--- config.mk ---
export PLATFORM = sky130hd
export DESIGN_NAME = keypad_password_lock_flat
export DESIGN_NICKNAME = d
export VERILOG_FILES = /design/src/hw/rtl/kpl_pkg.sv /design/src/hw/rtl/kpl_if.sv /design/src/hw/rtl/kpl_entry.sv /design/src/hw/rtl/kpl_ctrl.sv /design/src/hw/rtl/keypad_password_lock.sv /design/src/flat_wrapper.sv
export SDC_FILE = /design/constraint.sdc
export NUM_CORES = 1
export LEC_CHECK = 0
export BUFFER_PORTS_ARGS = -buffer_cell sky130_fd_sc_hd__buf_2
export CAP_MARGIN = 20
export CORE_MARGIN = 2
export CORE_UTILIZATION = 40
export CTS_CLUSTER_SIZE = 10
export DETAILED_ROUTE_END_ITERATION = 8
export PLACE_DENSITY = 0.56
export SLEW_MARGIN = 20
export SYNTH_ARGS = -nofsm -noshare
export SYNTH_HDL_FRONTEND = slang
export SYNTH_SLANG_ARGS = --single-unit
--- constraint.sdc ---
create_clock -name clk_i -period 6.6 [get_ports clk_i]
set_clock_uncertainty 0.15 [all_clocks]
set_input_delay 0 -clock clk_i [delete_from_list [all_inputs] [get_ports clk_i]]
set_output_delay 0 -clock clk_i [all_outputs]
set_load 0.01 [all_outputs]
--- src/hw/rtl/kpl_pkg.sv ---
// shared types and constants of the keypad password lock
package kpl_pkg;

  localparam logic [7:0] HDR_VALID   = 8'hAA;
  localparam logic [7:0] TYPE_KEYPAD = 8'h03;
  localparam logic [7:0] TYPE_CHANGE = 8'h04;
  localparam logic [7:0] LEN_KEYPAD  = 8'd1;
  localparam logic [7:0] LEN_CHANGE  = 8'd0;
  localparam logic [7:0] KEY_DELETE  = 8'd10;
  localparam logic [7:0] KEY_CONFIRM = 8'd12;

  localparam int unsigned CFG_DATA_W   = 24;
  localparam int unsigned CFG_IDX_W    = 1;
  localparam int unsigned BUF_IDX_W    = 4;
  localparam int unsigned TRIAL_W      = 4;
  localparam int unsigned FACTORY_W    = 24;

  localparam logic [CFG_IDX_W-1:0] CFG_MAX_TRIALS = 1'b0;
  localparam logic [CFG_IDX_W-1:0] CFG_FACTORY_PW = 1'b1;

  localparam logic [TRIAL_W-1:0]   MAX_TRIALS_RST = 4'd5;
  localparam logic [TRIAL_W-1:0]   TRIALS_SAT     = 4'd15;
  localparam logic [FACTORY_W-1:0] FACTORY_PW_RST = 24'h123456;

  typedef enum logic [3:0] {
    EV_UNRECOGNIZED = 4'd0,
    EV_DIGIT        = 4'd1,
    EV_DELETE       = 4'd2,
    EV_IGNORED      = 4'd3,
    EV_OK           = 4'd4,
    EV_WRONG        = 4'd5,
    EV_LOCKOUT      = 4'd6,
    EV_DISPLAY      = 4'd7,
    EV_CHANGE       = 4'd8,
    EV_REFUSED      = 4'd9,
    EV_STORED       = 4'd10
  } kpl_event_e;

  typedef struct packed {
    logic [7:0] header;
    logic [7:0] msg_type;
    logic [7:0] msg_length;
    logic [7:0] key_code;
  } kpl_pkt_t;

  typedef struct packed {
    kpl_event_e event_res;
    logic [7:0] display_value;
    logic [2:0] digit_count;
    logic       unlocked;
    logic       change_mode;
  } kpl_res_t;

  typedef struct packed {
    logic                 we;
    logic [BUF_IDX_W-1:0] idx;
    logic [3:0]           digit;
  } kpl_buf_wr_t;

endpackage

--- src/hw/rtl/kpl_if.sv ---
// valid/ready channel interfaces for keypad packets and results
interface kpl_key_if;
  logic       valid;
  logic       ready;
  logic [7:0] header;
  logic [7:0] msg_type;
  logic [7:0] msg_length;
  logic [7:0] key_code;

  modport source (output valid, output header, output msg_type, output msg_length,
                  output key_code, input ready);
  modport sink (input valid, input header, input msg_type, input msg_length,
                input key_code, output ready);
endinterface

interface kpl_res_if;
  logic       valid;
  logic       ready;
  logic [3:0] event_res;
  logic [7:0] display_value;
  logic [2:0] digit_count;
  logic       unlocked;
  logic       change_mode;

  modport source (output valid, output event_res, output display_value,
                  output digit_count, output unlocked, output change_mode, input ready);
  modport sink (input valid, input event_res, input display_value,
                input digit_count, input unlocked, input change_mode, output ready);
endinterface

--- src/hw/rtl/kpl_entry.sv ---
// entry digit buffer with packed read-out, first digit most significant
module kpl_entry
  import kpl_pkg::*;
#(
  parameter int unsigned PASSWORD_DIGITS = 6
) (
  input  logic                           clk_i,
  input  kpl_buf_wr_t                    wr_i,
  output logic [4*PASSWORD_DIGITS-1:0]   packed_o
);

  localparam int unsigned IdxW = (PASSWORD_DIGITS > 1) ? $clog2(PASSWORD_DIGITS) : 1;

  logic [3:0] digits_q [PASSWORD_DIGITS];

  always_ff @(posedge clk_i) begin
    if (wr_i.we) begin
      digits_q[wr_i.idx[IdxW-1:0]] <= wr_i.digit;
    end
  end

  always_comb begin
    for (int i = 0; i < PASSWORD_DIGITS; i++) begin
      packed_o[4*(PASSWORD_DIGITS-1-i) +: 4] = digits_q[i];
    end
  end

endmodule

--- src/hw/rtl/kpl_ctrl.sv ---
// packet decode, mode flags, trial counter and password store
module kpl_ctrl
  import kpl_pkg::*;
#(
  parameter int unsigned PASSWORD_DIGITS = 6
) (
  input  logic                          clk_i,
  input  logic                          rst_ni,
  input  logic                          accept_i,
  input  kpl_pkt_t                      pkt_i,
  input  logic [TRIAL_W-1:0]            max_trials_i,
  input  logic [FACTORY_W-1:0]          factory_pw_i,
  input  logic [4*PASSWORD_DIGITS-1:0]  packed_i,
  output kpl_buf_wr_t                   buf_wr_o,
  output kpl_res_t                      res_o
);

  localparam int unsigned PwW  = 4 * PASSWORD_DIGITS;
  localparam int unsigned CntW = $clog2(PASSWORD_DIGITS + 1);
  localparam logic [CntW-1:0] NumDigits = CntW'(PASSWORD_DIGITS);

  logic [CntW-1:0]    cnt_q, cnt_d;
  logic               unlocked_q, unlocked_d;
  logic               change_q, change_d;
  logic [TRIAL_W-1:0] trials_q, trials_d;
  logic [PwW-1:0]     stored_pw_q, stored_pw_d;
  logic               stored_valid_q, stored_valid_d;

  logic               is_key, is_change, is_digit;
  logic [TRIAL_W-1:0] trials_inc;
  logic [63:0]        factory_wide;
  logic [PwW-1:0]     ref_pw;
  kpl_event_e         ev;
  logic [7:0]         disp;
  logic               wr_en;

  assign is_key    = (pkt_i.header == HDR_VALID) && (pkt_i.msg_type == TYPE_KEYPAD) &&
                     (pkt_i.msg_length == LEN_KEYPAD);
  assign is_change = (pkt_i.header == HDR_VALID) && (pkt_i.msg_type == TYPE_CHANGE) &&
                     (pkt_i.msg_length == LEN_CHANGE);
  assign is_digit  = pkt_i.key_code inside {[8'd1:8'd9]};

  assign trials_inc   = (trials_q == TRIALS_SAT) ? TRIALS_SAT : trials_q + TRIAL_W'(1);
  assign factory_wide = 64'(factory_pw_i);
  assign ref_pw       = stored_valid_q ? stored_pw_q : factory_wide[PwW-1:0];

  always_comb begin
    cnt_d          = cnt_q;
    unlocked_d     = unlocked_q;
    change_d       = change_q;
    trials_d       = trials_q;
    stored_pw_d    = stored_pw_q;
    stored_valid_d = stored_valid_q;
    ev             = EV_UNRECOGNIZED;
    disp           = 8'd0;
    wr_en          = 1'b0;
    if (is_key) begin
      if (change_q || !unlocked_q) begin
        if (is_digit) begin
          if (cnt_q < NumDigits) begin
            wr_en = 1'b1;
            cnt_d = cnt_q + CntW'(1);
            ev    = EV_DIGIT;
          end else begin
            ev = EV_IGNORED;
          end
        end else if (pkt_i.key_code == KEY_DELETE) begin
          if (cnt_q != '0) begin
            cnt_d = cnt_q - CntW'(1);
            ev    = EV_DELETE;
          end else begin
            ev = EV_IGNORED;
          end
        end else if ((pkt_i.key_code == KEY_CONFIRM) && (cnt_q == NumDigits)) begin
          cnt_d = '0;
          if (change_q) begin
            stored_pw_d    = packed_i;
            stored_valid_d = 1'b1;
            change_d       = 1'b0;
            unlocked_d     = 1'b1;
            ev             = EV_STORED;
          end else if (ref_pw == packed_i) begin
            unlocked_d = 1'b1;
            ev         = EV_OK;
          end else if (trials_inc >= max_trials_i) begin
            trials_d = '0;
            ev       = EV_LOCKOUT;
          end else begin
            trials_d = trials_inc;
            ev       = EV_WRONG;
          end
        end else begin
          ev = EV_IGNORED;
        end
      end else begin
        ev   = EV_DISPLAY;
        disp = pkt_i.key_code;
      end
    end else if (is_change) begin
      if (unlocked_q) begin
        cnt_d    = '0;
        change_d = 1'b1;
        ev       = EV_CHANGE;
      end else begin
        ev = EV_REFUSED;
      end
    end
  end

  assign buf_wr_o.we    = accept_i && wr_en;
  assign buf_wr_o.idx   = BUF_IDX_W'(cnt_q);
  assign buf_wr_o.digit = pkt_i.key_code[3:0];

  assign res_o.event_res     = ev;
  assign res_o.display_value = disp;
  assign res_o.digit_count   = 3'(cnt_d);
  assign res_o.unlocked      = unlocked_d;
  assign res_o.change_mode   = change_d;

  always_ff @(posedge clk_i or negedge rst_ni) begin
    if (!rst_ni) begin
      cnt_q          <= '0;
      unlocked_q     <= 1'b0;
      change_q       <= 1'b0;
      trials_q       <= '0;
      stored_valid_q <= 1'b0;
    end else if (accept_i) begin
      cnt_q          <= cnt_d;
      unlocked_q     <= unlocked_d;
      change_q       <= change_d;
      trials_q       <= trials_d;
      stored_valid_q <= stored_valid_d;
    end
  end

  always_ff @(posedge clk_i) begin
    if (accept_i) begin
      stored_pw_q <= stored_pw_d;
    end
  end

endmodule

--- src/hw/rtl/keypad_password_lock.sv ---
// Keypad password lock. One keypad packet is taken per clock cycle: a packet is
// accepted whenever the result register is empty or its result is taken in the
// same cycle, and its result appears in the result register on the next cycle.
// The packet rate is set by the single decode, edit and six-digit compare path
// that runs from the input channel into the result register. No clearing pass
// follows reset. Configuration writes set the trial limit and the factory
// password and are meant to happen while the lock is idle.
module keypad_password_lock
  import kpl_pkg::*;
#(
  parameter int unsigned PASSWORD_DIGITS = 6
) (
  input  logic                  clk_i,
  input  logic                  rst_ni,
  input  logic                  cfg_we_i,
  input  logic [CFG_IDX_W-1:0]  cfg_idx_i,
  input  logic [CFG_DATA_W-1:0] cfg_data_i,
  kpl_key_if.sink               key_i,
  kpl_res_if.source             res_o
);

  logic                 accept;
  logic                 out_valid_q;
  kpl_res_t             out_q;
  kpl_res_t             res;
  kpl_pkt_t             pkt;
  kpl_buf_wr_t          buf_wr;
  logic [4*PASSWORD_DIGITS-1:0] entry_packed;
  logic [TRIAL_W-1:0]   max_trials_q;
  logic [FACTORY_W-1:0] factory_pw_q;

  assign key_i.ready = !out_valid_q || res_o.ready;
  assign accept      = key_i.valid && key_i.ready;

  assign pkt.header     = key_i.header;
  assign pkt.msg_type   = key_i.msg_type;
  assign pkt.msg_length = key_i.msg_length;
  assign pkt.key_code   = key_i.key_code;

  always_ff @(posedge clk_i or negedge rst_ni) begin
    if (!rst_ni) begin
      max_trials_q <= MAX_TRIALS_RST;
      factory_pw_q <= FACTORY_PW_RST;
    end else if (cfg_we_i) begin
      case (cfg_idx_i)
        CFG_MAX_TRIALS: max_trials_q <= cfg_data_i[TRIAL_W-1:0];
        CFG_FACTORY_PW: factory_pw_q <= cfg_data_i[FACTORY_W-1:0];
        default: ;
      endcase
    end
  end

  kpl_ctrl #(
    .PASSWORD_DIGITS(PASSWORD_DIGITS)
  ) u_ctrl (
    .clk_i       (clk_i),
    .rst_ni      (rst_ni),
    .accept_i    (accept),
    .pkt_i       (pkt),
    .max_trials_i(max_trials_q),
    .factory_pw_i(factory_pw_q),
    .packed_i    (entry_packed),
    .buf_wr_o    (buf_wr),
    .res_o       (res)
  );

  kpl_entry #(
    .PASSWORD_DIGITS(PASSWORD_DIGITS)
  ) u_entry (
    .clk_i   (clk_i),
    .wr_i    (buf_wr),
    .packed_o(entry_packed)
  );

  // result register, refilled on every input transfer
  always_ff @(posedge clk_i or negedge rst_ni) begin
    if (!rst_ni) begin
      out_valid_q <= 1'b0;
    end else if (accept) begin
      out_valid_q <= 1'b1;
    end else if (res_o.ready) begin
      out_valid_q <= 1'b0;
    end
  end

  always_ff @(posedge clk_i) begin
    if (accept) begin
      out_q <= res;
    end
  end

  assign res_o.valid         = out_valid_q;
  assign res_o.event_res     = out_q.event_res;
  assign res_o.display_value = out_q.display_value;
  assign res_o.digit_count   = out_q.digit_count;
  assign res_o.unlocked      = out_q.unlocked;
  assign res_o.change_mode   = out_q.change_mode;

  a_accept_gives_result: assert property (@(posedge clk_i) disable iff (!rst_ni)
    accept |=> res_o.valid)
    else $error("input transfer without result");

  a_change_needs_unlock: assert property (@(posedge clk_i) disable iff (!rst_ni)
    (res_o.valid && res_o.change_mode) |-> res_o.unlocked)
    else $error("change mode while locked");

  a_display_only_on_event: assert property (@(posedge clk_i) disable iff (!rst_ni)
    (res_o.valid && (res_o.event_res != EV_DISPLAY)) |-> (res_o.display_value == 8'd0))
    else $error("display value outside display event");

  a_count_in_range: assert property (@(posedge clk_i) disable iff (!rst_ni)
    res_o.valid |-> ((PASSWORD_DIGITS > 7) || (32'(res_o.digit_count) <= PASSWORD_DIGITS)))
    else $error("digit count beyond buffer size");

endmodule

--- src/flat_wrapper.sv ---
// flat-port wrapper written by rule: the top's interface ports become plain ports
module keypad_password_lock_flat import kpl_pkg::*;
#(
  parameter int unsigned PASSWORD_DIGITS = 6
)
  (clk_i, rst_ni, cfg_we_i, cfg_idx_i, cfg_data_i, key_i_valid, key_i_header, key_i_msg_type, key_i_msg_length, key_i_key_code, key_i_ready, res_o_valid, res_o_event_res, res_o_display_value, res_o_digit_count, res_o_unlocked, res_o_change_mode, res_o_ready);
  kpl_key_if key_i_i ();
  kpl_res_if res_o_i ();
  input  logic clk_i;
  input  logic rst_ni;
  input  logic cfg_we_i;
  input  logic [CFG_IDX_W-1:0] cfg_idx_i;
  input  logic [CFG_DATA_W-1:0] cfg_data_i;
  input wire logic [$bits(key_i_i.valid)-1:0] key_i_valid;
  input wire logic [$bits(key_i_i.header)-1:0] key_i_header;
  input wire logic [$bits(key_i_i.msg_type)-1:0] key_i_msg_type;
  input wire logic [$bits(key_i_i.msg_length)-1:0] key_i_msg_length;
  input wire logic [$bits(key_i_i.key_code)-1:0] key_i_key_code;
  output wire logic [$bits(key_i_i.ready)-1:0] key_i_ready;
  output wire logic [$bits(res_o_i.valid)-1:0] res_o_valid;
  output wire logic [$bits(res_o_i.event_res)-1:0] res_o_event_res;
  output wire logic [$bits(res_o_i.display_value)-1:0] res_o_display_value;
  output wire logic [$bits(res_o_i.digit_count)-1:0] res_o_digit_count;
  output wire logic [$bits(res_o_i.unlocked)-1:0] res_o_unlocked;
  output wire logic [$bits(res_o_i.change_mode)-1:0] res_o_change_mode;
  input wire logic [$bits(res_o_i.ready)-1:0] res_o_ready;
  assign key_i_i.valid = key_i_valid;
  assign key_i_i.header = key_i_header;
  assign key_i_i.msg_type = key_i_msg_type;
  assign key_i_i.msg_length = key_i_msg_length;
  assign key_i_i.key_code = key_i_key_code;
  assign key_i_ready = key_i_i.ready;
  assign res_o_valid = res_o_i.valid;
  assign res_o_event_res = res_o_i.event_res;
  assign res_o_display_value = res_o_i.display_value;
  assign res_o_digit_count = res_o_i.digit_count;
  assign res_o_unlocked = res_o_i.unlocked;
  assign res_o_change_mode = res_o_i.change_mode;
  assign res_o_i.ready = res_o_ready;
  keypad_password_lock #(.PASSWORD_DIGITS(PASSWORD_DIGITS)) u_core (.clk_i(clk_i), .rst_ni(rst_ni), .cfg_we_i(cfg_we_i), .cfg_idx_i(cfg_idx_i), .cfg_data_i(cfg_data_i), .key_i(key_i_i), .res_o(res_o_i));
endmodule
## Word level (Yosys, flattened, before mapping)

Memories as Yosys holds them, arrays and structs flattened.
Cells that the tools add are included.

- RAM bits: 24
- Input port bits: 62
- Word-level logic and storage cells: 103
- Register bits after elaboration: 80
- Memories kept: 1
- Output and inout port bits: 19

Memories:

| memory | depth | bits a word | rd ports | clocked after Yosys merged registers in | wr ports | line | text |
|---|---|---|---|---|---|---|---|
| u_core.u_entry.digits_q | 6 | 4 | 6 | 0 | 1 | kpl_entry.sv:14 | `logic [3:0] digits_q [PASSWORD_DIGITS];` |

- Equal/unequal tests: 9
- Reduce and logical (&&, ||, !) cells: 20
- Bitwise logic cells: 6
- Mux-type cells: 46
- Add/subtract/negate cells: 3
- $lt $le $gt $ge: 4

Operator list:

| cell | number |
|---|---|
| 2-to-1 mux 4 bit | 9 |
| 2-to-1 mux 3 bit | 9 |
| == test 24 bit | 1 |
| 2-to-1 mux 1 bit | 24 |
| 2-to-1 mux 24 bit | 1 |
| == test 8 x 4 -> 1 bit, second input constant | 2 |
| == test 8 x 1 -> 1 bit, second input constant | 1 |
| == test 8 x 2 -> 1 bit, second input constant | 1 |
| == test 8 x 3 -> 1 bit, second input constant | 1 |
| == test 8 bit, second input constant | 1 |
| >= comparator 8 x 1 -> 1 bit, second input constant | 1 |
| less-or-equal comparator 8 x 4 -> 1 bit, second input constant | 1 |
| logical AND 1 bit | 8 |
| logical NOT 8 bit | 1 |
| AND reduction 8 bit | 1 |
| AND reduction 7 bit | 1 |
| 2-to-1 mux 2 bit | 3 |
| inverter 1 bit | 6 |
| adder 4 x 1 -> 4 bit, second input constant | 1 |
| == test 4 bit, second input constant | 1 |
| >= comparator 4 bit | 1 |
| AND reduction 2 bit | 2 |
| adder 3 x 1 -> 3 bit, second input constant | 1 |
| == test 3 bit, second input constant | 1 |
| 7 further kinds | 9 |

## Longest topological paths before layout

- Depth in word-level cells: 11
- Mapped depth: 10
- Mapped depth without buffers: 10

## By module

From an unflattened synthesis, not the netlist that was laid out.

- Cells, all modules: 362
- Area total of the unflattened synthesis: 4928.5 µm²

By module, submodules not included:

| module | times used | cells each | area each (µm²) |
|---|---|---|---|
| kpl_ctrl | 1 | 251 | 2526.2 |
| keypad_password_lock | 1 | 81 | 1606.5 |
| kpl_entry | 1 | 30 | 795.8 |

## Least setup slack after synthesis

OpenSTA, ideal clock, no wires.

- Path kind: flip-flop to flip-flop
- Start: register u_core.u_ctrl.cnt_q[0]
- End: register u_core.u_ctrl.stored_pw_q[0] (enable)
- Arrival time: 2.649 ns
- Cell stages (with the launch flop): 7
- Library setup time: 0.406 ns
- Required time: 6.044 ns
- Path slack: 3.395 ns
- Cell sequence: dfrtp_1 -> inv_1 -> ha_1 -> and3b_1 -> nand4_4 -> or4_1 -> nor2_1

- Cells in the longest elaborated chain, start to end: 3

Ends and longest elaborated chain:

| what | line | text |
|---|---|---|
| start, declared | kpl_ctrl.sv:22 | `logic [CntW-1:0] cnt_q, cnt_d;` |
| start signal, assigned | kpl_ctrl.sv:128 | `cnt_q <= cnt_d;` |
| == test 3 bit | kpl_ctrl.sv:74 | `end else if ((pkt_i.key_code == KEY_CONFIRM) && (cnt_q == NumDigits)) begin` |
| logical AND 1 bit | kpl_ctrl.sv:74 |  |
| AND reduction 7 bit (no source line) | - |  |
| end signal, assigned | kpl_ctrl.sv:138 | `stored_pw_q <= stored_pw_d;` |
| end, declared | kpl_ctrl.sv:26 | `logic [PwW-1:0] stored_pw_q, stored_pw_d;` |

No other way between the ends.
A chain may end at the register's enable or synchronous reset.

==> flow_summary.ini <==
[synth]
synth_adder_area_share = 0.02341
yosysTopAreaCellShare = 0.4058
synth_area_leaders = edfxtp_1 (41%), dfrtp_1 (15%), dfstp_2 (6.0%)
synth_common_cells = edfxtp_1 (65), dfrtp_1 (28), mux2i_1 (27)
synth-seq-cells = 104
synth_top_family_by_area = simple AND/OR/NAND/NOR gates
synth_area_sq_um = 4810
synth_edf_count = 65
synthSimpleGateAreaFrac = 0.1212
yosysMostFrequentCell = edfxtp_1
yosysWarnings = 0
synth_compound_gate_area_share = 0.06400
yosysTopAreaCell = edfxtp_1
synth_xor_area_frac = 0.04370
synth-seq-area-share = 0.6116
synth_area_per_cell_sq_um = 13.59
ys_async_sr_fraction = 0.3750
synth_nets = 425
synthesis.instances = 354
synth.distinct_cells = 57
synth.area.mux_share = 0.1178
yosys_most_used_dff = edfxtp_1

[global_routing]
antenna_found_initial = 0
grt_max_degree = 40
grt_pass1_wl_um = 16230
grt-ovfl-total = 0
grt_pass1_vias = 3265
grtUsageTotal = 0.1623

[job]
maxCapViolations = 0

[clock_network]
clock_latency_ns = 0.34
cts-root-buf = clkbuf_16
post_cts_buffers = 0
path_clk_slew_ns = 0.07
cts.sinks = 104
ctsResizeCount = 0
numCtsBuffers = 9
clockBufferDepth = 2
cts-htree-levels = 3
cts_tree = yes

[routing]
viasPerCell = 5.164
m1WireLength_um = 4412
dr.pass1.iters = 6
vias = 3269
wl_per_cell_um = 15.77
wl_met3_um = 417
highest_layer = met4
ant_nets = 0
drt-initial-drc-count = 162
finalWirelength_um = 9980
route.met2.wl_um = 5028
route.detailed.drc = 0

[cells_and_area]
layout.nets = 552
n_fill_cell = 1023
stdcell_area_sq_um = 6122
drive_gt1_frac = 0.2984
regArea_sq_um = 2942
syn2layout_area_growth_pct = 27.29
n_antenna_cell = 0
multi_input_area_sq_um = 1788

[power]
power_density_nw_per_um2 = 232.4
internal-power_w = 0.001105
p_clk_frac = 0.378
seqPwrFrac = 0.522
comb_power_share = 0.100
netSwitchingFraction = 0.2234
p_leak_nw = 2.374
irDropWorstVdd_v = 0.0001356
p_sw_w = 0.0003177

[timing]
final_max_slew_viol_count = 0
setup_viol = 0
fin_crit_sh = 0.4484
slew_headroom = 0.4093
clock.fmax_ghz = 0.3379
fin_tns_setup_ns = 0
worst_pin_slew_ns = 0.8861
rsz0062_at_grt = no
fin_crit_ns = 2.960
hold_violations = 0

[floorplanning]
die_height_um = 113.7
dieArea_sq_um = 12920
core.rowCount = 40
core_area_sq_um = 11860
die_w_um = 113.7
io_pins = 81
start_util = 0.4055

[worst_setup_path]
crit_buf_inv = 3
worstPathCellList = dlygate4sd3_1 -> buf_2 -> or4b_2 -> dlygate4sd3_1 -> nor3_1 -> a22oi_1 -> o21ai_0 -> o21ai_0
crit_family = buffers and inverters
crit_type = in2reg
critPathMaxStageDelay_ns = 0.65
critPathSlowestCell = or4b_2
required_ns = 6.54
crit_fanout = 6
cp.arrival_ns = 2.90
worstSetupEndpointType = flip-flop
setup.worst_path.start_class = input pin

[placed_design]
place_area_sq_um = 5358
place_congestion = 0.7973
dp_hpwl_um = 6789
portBuffers = 80

[run_status]
outcome = completed

[worst_hold_path]
holdCritPathClass = in2reg
## tightest hold or removal path, cell delays in order
cell and delay, ns:
buf_2 0.10, nor2b_1 0.18, mux2_2 0.24
## power by group through the flow
stage	logic, W	registers [W]	clock network [W]
floorplan	0.0000733	0.000751	0
global placement	0.000118	0.000757	0
detailed placement	0.000121	0.000756	0
CTS	0.000143	0.000744	0.000553
global route	0.000159	0.000747	0.000578
finish	0.000142	0.000743	0.000538
## per-layer routing
metal  vias to the layer above  GRT usage
met2                        98     0.2770
li1                       1579          -
met3                        12    0.03560
met5                         -          0
met1                      1580     0.2083
met4                         0    0.04878
## stage by stage
step / hold WS (ns) / total power [W] / cells / utilization / worst slack, ns
6_report: 0.06985 / 0.001423 / 633 / 0.5161 / 3.640
5_1_grt: 0.08762 / 0.001484 / 633 / 0.5161 / 3.424
4_1_cts: 0.04316 / 0.001440 / 632 / 0.5145 / 3.657
3_5_place_dp: 0.03650 / 0.0008775 / 572 / 0.4517 / 3.757
3_3_place_gp: 0.03437 / 0.0008756 / 572 / 0.4517 / 3.798
2_1_floorplan: -0.4456 / 0.0008247 / 354 / - / 3.395
## flip-flops by register name, indices dropped and copies added (netlist names)
register,cells
u_core.u_ctrl.cnt_q,3
u_core.res_o.digit_count,3
u_core.u_ctrl.change_q,1
u_core.res_o.valid,1
u_core.res_o.unlocked,1
u_core.u_ctrl.stored_pw_q,24
u_core.factory_pw_q,24
u_core.res_o.change_mode,1
u_core.res_o.event_res,4
u_core.res_o.display_value,8
u_core.u_ctrl.unlocked_q,1
u_core.u_ctrl.stored_valid_q,1
u_core.u_entry.digits_q,24
u_core.u_ctrl.trials_q,4
u_core.max_trials_q,4
## cell usage in the layout (no fill, tap or decap), types with 13 or more instances in the layout
cell	netlist	routed
mux2i_1	27	27
dlygate4sd3_1	0	44
o21ai_0	13	13
buf_2	1	80
nand2_1	16	16
xnor2_1	22	22
mux2_2	25	25
edfxtp_1	65	65
nor2_1	15	14
dfrtp_1	28	28
## worst paths after layout
path	slack, ns	end	start	cells after the start
worst min register to register	0.32	u_core.u_ctrl.stored_pw_q[13]$_DFFE_PP_	u_core.u_entry.digits_q[2][1]$_DFFE_PP_	0
worst min-delay path	0.07	u_core.max_trials_q[0]$_DFFE_PN1P_	cfg_we_i	3
min in group asynchronous	0.17	u_core.u_ctrl.stored_valid_q$_DFFE_PN0P_	rst_ni	2
worst max-delay path	3.64	u_core.res_o.digit_count[0]$_DFFE_PP_	key_i_msg_type[1]	8
worst max register to register	3.74	u_core.res_o.event_res[1]$_SDFFCE_PN0P_	u_core.u_ctrl.stored_valid_q$_DFFE_PN0P_	7
max in group asynchronous	5.58	u_core.factory_pw_q[22]$_DFFE_PN0P_	rst_ni	2
## cell type report
| class | count | share of cell area |
|---|---|---|
| clock buffer | 9 | 0.03679 |
| clock inverter | 7 | 0.01288 |
| inverter | 9 | 0.005518 |
| multi-input combinational | 230 | 0.2920 |
| sequential | 104 | 0.4805 |
| tap | 147 | 0.03004 |
| timing repair buffer | 127 | 0.1422 |
## cells by family after synthesis
kind of cell | Yosys count
xor+xnor | 24
simple gates | 98
compound gates | 46
mux | 53
fa+ha+maj | 9
buf+inv | 20
flops | 104
## timing repair
action | CTS | global route
endpoints found under the setup margin | 0 | 0
hold buffers | 44 | 0
hold endpoints to repair | 86 | 0
(Power assumes the default switching activity.)
